--- config.mk ---
export PLATFORM = sky130hd
export DESIGN_NAME = bsdr_divider
export DESIGN_NICKNAME = d
export VERILOG_FILES = /design/src/rtl/bsdr_pkg.sv /design/src/rtl/bsdr_divider.sv
export SDC_FILE = /design/constraint.sdc
export NUM_CORES = 1
export LEC_CHECK = 0
export ABC_CLOCK_PERIOD_IN_PS = 4700
export BUFFER_PORTS_ARGS = -buffer_cell sky130_fd_sc_hd__buf_4
export CORE_MARGIN = 3
export CORE_UTILIZATION = 50
export DETAILED_ROUTE_END_ITERATION = 10
export PLACE_DENSITY = 0.66
export SYNTH_ARGS = -nofsm -noshare
export SYNTH_HDL_FRONTEND = slang
export SYNTH_SLANG_ARGS = --single-unit
--- constraint.sdc ---
create_clock -name clk -period 4.7 [get_ports clk]
set_clock_uncertainty 0.1 [all_clocks]
set_input_delay 0.94 -clock clk [delete_from_list [all_inputs] [get_ports clk]]
set_output_delay 0.94 -clock clk [all_outputs]
set_load 0.02 [all_outputs]
--- src/rtl/bsdr_pkg.sv ---
// ----------------------------------------------------------------------------
// bsdr_pkg
// Shared widths, register indexes, reset values and the pipeline control
// word for the Bezier step delay ramp.
// ----------------------------------------------------------------------------
package bsdr_pkg;

  localparam int ACCEL_W   = 16;
  localparam int DELAY_W   = 16;
  localparam int CFG_IDX_W = 2;

  // Register indexes on the configuration port
  localparam logic [CFG_IDX_W-1:0] REG_RAMP_LEN  = 2'd0;
  localparam logic [CFG_IDX_W-1:0] REG_MAX_DELAY = 2'd1;
  localparam logic [CFG_IDX_W-1:0] REG_MIN_DELAY = 2'd2;

  // Reset values
  localparam logic [ACCEL_W-1:0] RAMP_LEN_RST  = 16'd200;
  localparam logic [DELAY_W-1:0] MAX_DELAY_RST = 16'd2000;
  localparam logic [DELAY_W-1:0] MIN_DELAY_RST = 16'd500;

  // Control word that travels with each pipeline stage
  typedef struct packed {
    logic valid;  // stage holds a live word
    logic ramp;   // word lies in a ramp; otherwise the answer is cruise delay
  } ctl_t;

endpackage

--- src/rtl/bsdr_divider.sv ---
// ----------------------------------------------------------------------------
// bsdr_divider
// Pipelined restoring divider: quotient = floor(num * 2^FRAC_BITS / den)
// for num < den, one quotient bit per register stage.
// ----------------------------------------------------------------------------
module bsdr_divider #(
  parameter int FRAC_BITS = 16
) (
  input  logic                         clk,
  input  logic                         rst_n,
  input  bsdr_pkg::ctl_t               ctl_i,
  input  logic [bsdr_pkg::ACCEL_W-1:0] num_i,
  input  logic [bsdr_pkg::ACCEL_W-1:0] den_i,
  output bsdr_pkg::ctl_t               ctl_o,
  output logic [FRAC_BITS-1:0]         quot_o
);

  localparam int AW = bsdr_pkg::ACCEL_W;

  logic [AW-1:0]        rem_r  [FRAC_BITS-1];
  logic [FRAC_BITS-1:0] quot_r [FRAC_BITS];
  bsdr_pkg::ctl_t       ctl_r  [FRAC_BITS];

  for (genvar k = 0; k < FRAC_BITS; k++) begin : g_stage
    logic [AW-1:0]        rem_in;
    logic [FRAC_BITS-1:0] q_in;
    bsdr_pkg::ctl_t       c_in;
    logic [AW:0]          shifted;
    logic                 take;

    if (k == 0) begin : g_first
      assign rem_in = num_i;
      assign q_in   = '0;
      assign c_in   = ctl_i;
    end else begin : g_next
      assign rem_in = rem_r[k-1];
      assign q_in   = quot_r[k-1];
      assign c_in   = ctl_r[k-1];
    end

    // shift in one zero bit of the dividend, subtract when it fits
    assign shifted = {rem_in, 1'b0};
    assign take    = (shifted >= {1'b0, den_i});

    always_ff @(posedge clk) begin
      if (!rst_n) begin
        ctl_r[k] <= '0;
      end else begin
        ctl_r[k] <= c_in;
      end
    end

    always_ff @(posedge clk) begin
      quot_r[k] <= {q_in[FRAC_BITS-2:0], take};
    end

    if (k < FRAC_BITS - 1) begin : g_rem
      logic [AW-1:0] diff;

      // the difference is below den when taken, so the low bits suffice
      assign diff = shifted[AW-1:0] - den_i;

      always_ff @(posedge clk) begin
        rem_r[k] <= take ? diff : shifted[AW-1:0];
      end
    end
  end

  assign ctl_o  = ctl_r[FRAC_BITS-1];
  assign quot_o = quot_r[FRAC_BITS-1];

endmodule

==> results of run 1 <==
## power by group through the flow
stage                     Sequential [W]  Combinational [W]  Clock, W
final                            0.00610             0.0108   0.00404
after global routing             0.00624             0.0121   0.00427
after CTS                        0.00609             0.0108   0.00414
after detailed placement         0.00614             0.0106         0
after global placement           0.00614             0.0104         0
after floorplan                  0.00580            0.00866         0
## flip-flops by register name, indices dropped and copies added (netlist names)
| register | cells |
|---|---|
| ctl_r | 32 |
| quot_r | 136 |
| rem_r | 240 |
## stage by stage
step / util [%] / setup slack [ps] / instance area (sq um) / instances
5_1_grt: 58.2 / 879 / 25300 / 3074
2_1_floorplan: - / 1110 / 22200 / 2340
6_report: 58.2 / 1100 / 25300 / 3074
3_5_place_dp: 54.1 / 529 / 23500 / 2988
4_1_cts: 58.2 / 1160 / 25300 / 3074
3_3_place_gp: 54.1 / 612 / 23500 / 2988
## metal layers
metal,global-route usage (%),wire length (microns),up-vias
li1,-,-,8704
met1,31.7,25500,8094
met2,34.7,22200,466
met3,2.95,3080,96
met4,8.35,1760,0
met5,0,0,-
## worst reg2reg max path: cells and delay by family (launching register included)
kind / cells / cell delay, ps
AO/OA/AOI/OAI: 5 / 1420
adder cells (fa/ha/maj): 1 / 330
flip-flops: 1 / 420
multiplexers: 1 / 410
AND/OR/NAND/NOR: 2 / 260
## Yosys cell counts, types with 11 or more instances
| master | n | area (sq um) |
|---|---|---|
| xor2_1 | 71 | 622 |
| nand3_1 | 26 | 130 |
| nand2b_1 | 31 | 194 |
| o21a_1 | 33 | 248 |
| inv_1 | 96 | 360 |
| ha_1 | 255 | 3190 |
| a211oi_1 | 21 | 158 |
| a21oi_1 | 167 | 836 |
| a31oi_1 | 22 | 138 |
| xnor2_1 | 96 | 841 |
| and2_1 | 42 | 263 |
| o21ai_0 | 171 | 856 |
| nand4_1 | 28 | 175 |
| o31ai_1 | 23 | 173 |
| mux2i_1 | 12 | 120 |
| a21o_1 | 82 | 616 |
| nand2_1 | 198 | 743 |
| mux2_2 | 99 | 1110 |
| o211ai_1 | 19 | 143 |
| clkbuf_1 | 18 | 67.6 |
| nor3_1 | 23 | 115 |
| a211o_1 | 16 | 140 |
| nor2b_1 | 34 | 213 |
| fa_1 | 15 | 300 |
| dfxtp_1 | 408 | 8170 |
| and3_1 | 12 | 75.1 |
| nor2_1 | 115 | 432 |
| mux2_1 | 15 | 169 |
| o31a_1 | 11 | 96.3 |
| o21bai_1 | 13 | 97.6 |
## path summary, 6_finish.rpt
check / start / end / slack (ps) / cells past startpoint
setup / recovery: den_i[8] / rem_r[0][55]$_DFF_P_ / 1100 / 11
hold / removal: quot_r[4][22]$_DFF_P_ / quot_r[5][7]$_DFF_P_ / 220 / 0
hold reg to reg: quot_r[4][22]$_DFF_P_ / quot_r[5][7]$_DFF_P_ / 220 / 0
setup reg to reg: rem_r[0][115]$_DFF_P_ / rem_r[1][14]$_DFF_P_ / 1650 / 9
## kinds of logic after synthesis
logic type	after synthesis	share of synthesized area, %
AOI/OAI and AO/OA	676	19.9
and+or+nand+nor	554	12.0
DFF	408	36.7
adders and majority gates	270	15.7
xor gates and xnor gates	167	6.58
buffers and inverters	136	2.58
muxes	129	6.52
## layout make-up
cell class,count,area [sq um]
Tap cell,585,732
Sequential cell,408,8170
Fill cell,3797,18200
Multi-Input combinational cell,1796,13500
Inverter,99,372
Timing Repair Buffer,100,763
Clock inverter,22,364
Clock buffer,64,1390
## cells in the final DEF (no fill, tap or decap), drive strengths merged, types with 34 or more instances in the layout
cell / netlist / final
dfxtp: 408 / 408
nand2: 199 / 199
nor2: 116 / 116
xor2: 71 / 71
clkbuf: 18 / 64
inv: 99 / 100
nor2b: 34 / 34
a21oi: 172 / 172
o21a: 34 / 34
and2: 42 / 42
buf: 19 / 100
o21ai: 180 / 180
xnor2: 96 / 96
a21o: 82 / 82
ha: 255 / 255
mux2: 117 / 117
==> results.toml, run 1 <==
[pwr]
switching_share_pct = 38.7
ir_drop_uv = 379
power_frac_seq_pct = 29.2
clock_power_share_pct = 19.3
p_sw_w = 0.00810
p_leak_nw = 11.2
combPwrFrac_pct = 51.5
intPower_w = 0.0128
p_per_area_nw_per_um2 = 828
design_power_total_w = 0.0209

[route]
via_per_inst = 5.65
totalWireLength_mm = 52.6
dr_total_vias = 17360
drt-pass1-iter-count = 7
final_antenna_net_count = 0
drt-initial-drc-count = 1001
route.detailed.drc = 0
wl_per_cell_microns = 17.1

[setup_path]
path_cells = "buf_4 -> inv_1 -> buf_4 -> ha_1 -> a21oi_1 -> o21ai_0 -> a21oi_1 -> nor2_1 -> o21a_1 -> o21bai_4 -> mux2_2"
cp_top_family = "compound AO/OA/AOI/OAI gates"
critPathArrivalTime_ps = 3960
worst_ep_required_time_ps = 5060
worstPathMaxFanout = 17
max_stage_delay_ps = 620
crit_slowest_cell = "inv_1"
end_kind = "flip-flop"
cp-start-kind = "input pin"
worst-path-buf-inv = 3
path_class = "input pin to flip-flop"

[worst_hold_path]
min_path_type = "flip-flop to flip-flop"

[global_route]
first_global_vias = 16754
grt_max_degree = 33
grt_overflow = 0
antenna_found_initial = 1
grt_first_pass_wirelength_mm = 85.3
track_usage_pct = 22.3

[job]
drv_cap = 0

[placement]
portBuffers = 53
dp_hpwl_mm = 38.7
place.gp.congestion = 0.898

[cts]
clk_latency_ps = 580
cts_setup_buffers = 0
cts_tree = "yes"
h-tree-depth = 2
cts_buffers = 46
clk_pin_slew_worst_paths_ps = 60
cts-root-buf = "clkbuf_16"
clockBufferDepth = 3
holdBufCountCts = 0
cts_resized = 0
cts_sinks = 408

[floorplan]
die_x_microns = 217
die_area_sq_um = 47000
pin_count = 54
num_rows = 76
core_sq_um = 43500
dieHeight_microns = 217
start_util_pct = 51.1

[run_status]
outcome = "finished clean"

[sta]
drv_slew = 0
hold_violations = 0
worstMarginPinSlew_ps = 1010
fmax_mhz = 278
max-slew-margin-rel_pct = 32.9
post-route-period-util_pct = 76.5
fin_crit_ps = 3600
whs_ps = 220
rsz0062_at_grt = "false"
fin_setup_tns_ps = 0
setup_viol = 0

[cells_and_area]
syn_to_final_growth_pct = 13.7
layout-drive-gt1-share_pct = 12.6
antennaDiodeCount = 0
finalNetCount = 2757

[synthesis]
ys_ff_latch = 408
syn_avg_cell_area_sq_um = 9.50
yosysWarnings = 0
yosys.cell_types.count = 85
async_flop_share_pct = 0
synth_edf_count = 0
synth_fp_nets = 2646
netlist_area_sq_um = 22200
synth_ff_type = "dfxtp_1"
synth_cells = 2340
ys_seq_area_share_pct = 36.7
Note: power is estimated with default switching activity, not from simulation.
==> run 2, diff against run 1 <==
Settings changed: ABC_CLOCK_PERIOD_IN_PS 4700 to 3200, PLACE_DENSITY 0.66 to 0.69.
Clock period 4.7 ns to 3.2 ns, I/O delays scaled along.
==> results.toml, run 2 (synthesis gave the netlist of run 1 again) <==
[cts]
clk_latency_ps = 580
holdBufCountCts = 0
h-tree-depth = 2
cts_sinks = 408
cts_buffers = 45
clk_pin_slew_worst_paths_ps = 60
cts_resized = 0
cts_tree = "yes"
cts_setup_buffers = 0
clockBufferDepth = 3
cts-root-buf = "clkbuf_16"

[cells_and_area]
layout-drive-gt1-share_pct = 20.0
stdcell_count = 3301
antennaDiodeCount = 0
design_area_sq_um = 27200
syn_to_final_growth_pct = 22.4
largest_reg_flops = 240
reg_top3 = "rem_r: 240 flops, quot_r: 136 flops, ctl_r: 32 flops"
n_fill_cell = 3611
final_cell_mix = "dfxtp_1, buf_4, ha_1"
layout_commonest_cell = "dfxtp_1"
finalNetCount = 2987
regArea_sq_um = 8170
multi_input_area_sq_um = 13500
regMostFlops = "rem_r"

[setup_path]
max_stage_delay_ps = 550
worst_ep_required_time_ps = 3560
path_class = "input pin to flip-flop"
crit_slowest_cell = "a2111oi_1"
path_cells = "buf_4 -> inv_1 -> ha_1 -> buf_4 -> a21oi_1 -> o21ai_0 -> a2111oi_1 -> buf_4 -> nand2_2 -> buf_12 -> mux2_1"
worst-path-buf-inv = 5
cp_top_family = "buffers and inverters"
cp-start-kind = "input pin"
end_kind = "flip-flop"
worstPathMaxFanout = 9
crit_path_frequent_cell = "buf_4"
critPathArrivalTime_ps = 3270

[floorplan]
num_rows = 76
die_area_sq_um = 47000
start_util_pct = 51.1
die_x_microns = 217
dieHeight_microns = 217
core_sq_um = 43500
pin_count = 54

[placement]
placed_cell_area_sq_um = 25600
dp_hpwl_mm = 41.9
portBuffers = 53
dp_cells = 3219
place.gp.congestion = 0.940
dpl_worst_slack_ps = -334

[route]
totalWireLength_mm = 55.1
drt-pass1-iter-count = 7
route.detailed.drc = 0
via_per_inst = 5.55
drt-initial-drc-count = 1017
dr_total_vias = 18305
wl_per_cell_microns = 16.7
final_antenna_net_count = 0

[worst_hold_path]
min_path_type = "input pin to flip-flop"

[pwr]
p_per_area_nw_per_um2 = 1200
ir_drop_uv = 629
p_leak_nw = 12.4

[job]
drv_cap = 0

[sta]
setup_ws_ps = 283
fin_setup_tns_ps = 0
setup_viol = 0
whs_ps = 172
hold_violations = 0
max-slew-margin-rel_pct = 40.6
fmax_mhz = 343
fin_crit_ps = 2920
worstMarginPinSlew_ps = 891
post-route-period-util_pct = 91.1
drv_slew = 0
rsz0062_at_grt = "false"

[global_route]
top_usage_layer = "met2"
grt_max_degree = 33
first_global_vias = 18186
grt_overflow = 0
antenna_found_initial = 0
grt_first_pass_wirelength_mm = 90.1
met3_usage_pct = 3.56
track_usage_pct = 23.4
grt_util_met1_pct = 31.2
grt_util_met2_pct = 38.8

[run_status]
outcome = "finished clean"
==> run 2: layout make-up <==
type | count | share of cell area, %
Tap cell | 585 | 2.69
Multi-Input combinational cell | 1796 | 49.7
Clock inverter | 19 | 0.943
Sequential cell | 408 | 30.0
Clock buffer | 63 | 4.91
Inverter | 99 | 1.41
Timing Repair Buffer | 331 | 10.4
==> run 2: stage by stage <==
step | utilization (%) | power [W]
5_1_grt | 62.6 | 0.0353
2_1_floorplan | - | 0.0213
3_5_place_dp | 58.9 | 0.0270
3_3_place_gp | 58.9 | 0.0265
4_1_cts | 62.6 | 0.0327
6_report | 62.6 | 0.0327
==> run 2: power breakdown <==
part	switching [W]	internal, W	total (W)
Sequential	0.00136	0.00764	0.00899
Combinational	0.00889	0.00932	0.0182
Clock	0.00208	0.00339	0.00547
==> run 2: tightest hold or removal path: stages <==
cell,delay [ps]
buf_4,90
nand2_1,40
o21ai_0,50
==> run 2: path summary, 6_finish.rpt <==
check / from / endpoint / slack (ps) / depth (start not counted)
setup reg to reg: rem_r[0][48]$_SDFF_PN0_ / rem_r[0][71]$_DFF_P_ / 450 / 8
hold reg to reg: quot_r[4][24]$_DFF_P_ / quot_r[5][9]$_DFF_P_ / 220 / 0
hold / removal: num_i[4] / rem_r[0][5]$_DFF_P_ / 170 / 3
setup / recovery: den_i[12] / rem_r[0][93]$_DFF_P_ / 280 / 11
==> run 2: per-layer routing <==
metal	up-vias	routed length (microns)
li1	9192	-
met1	8542	25700
met2	450	24800
met5	-	0
met4	0	1910
met3	121	2650
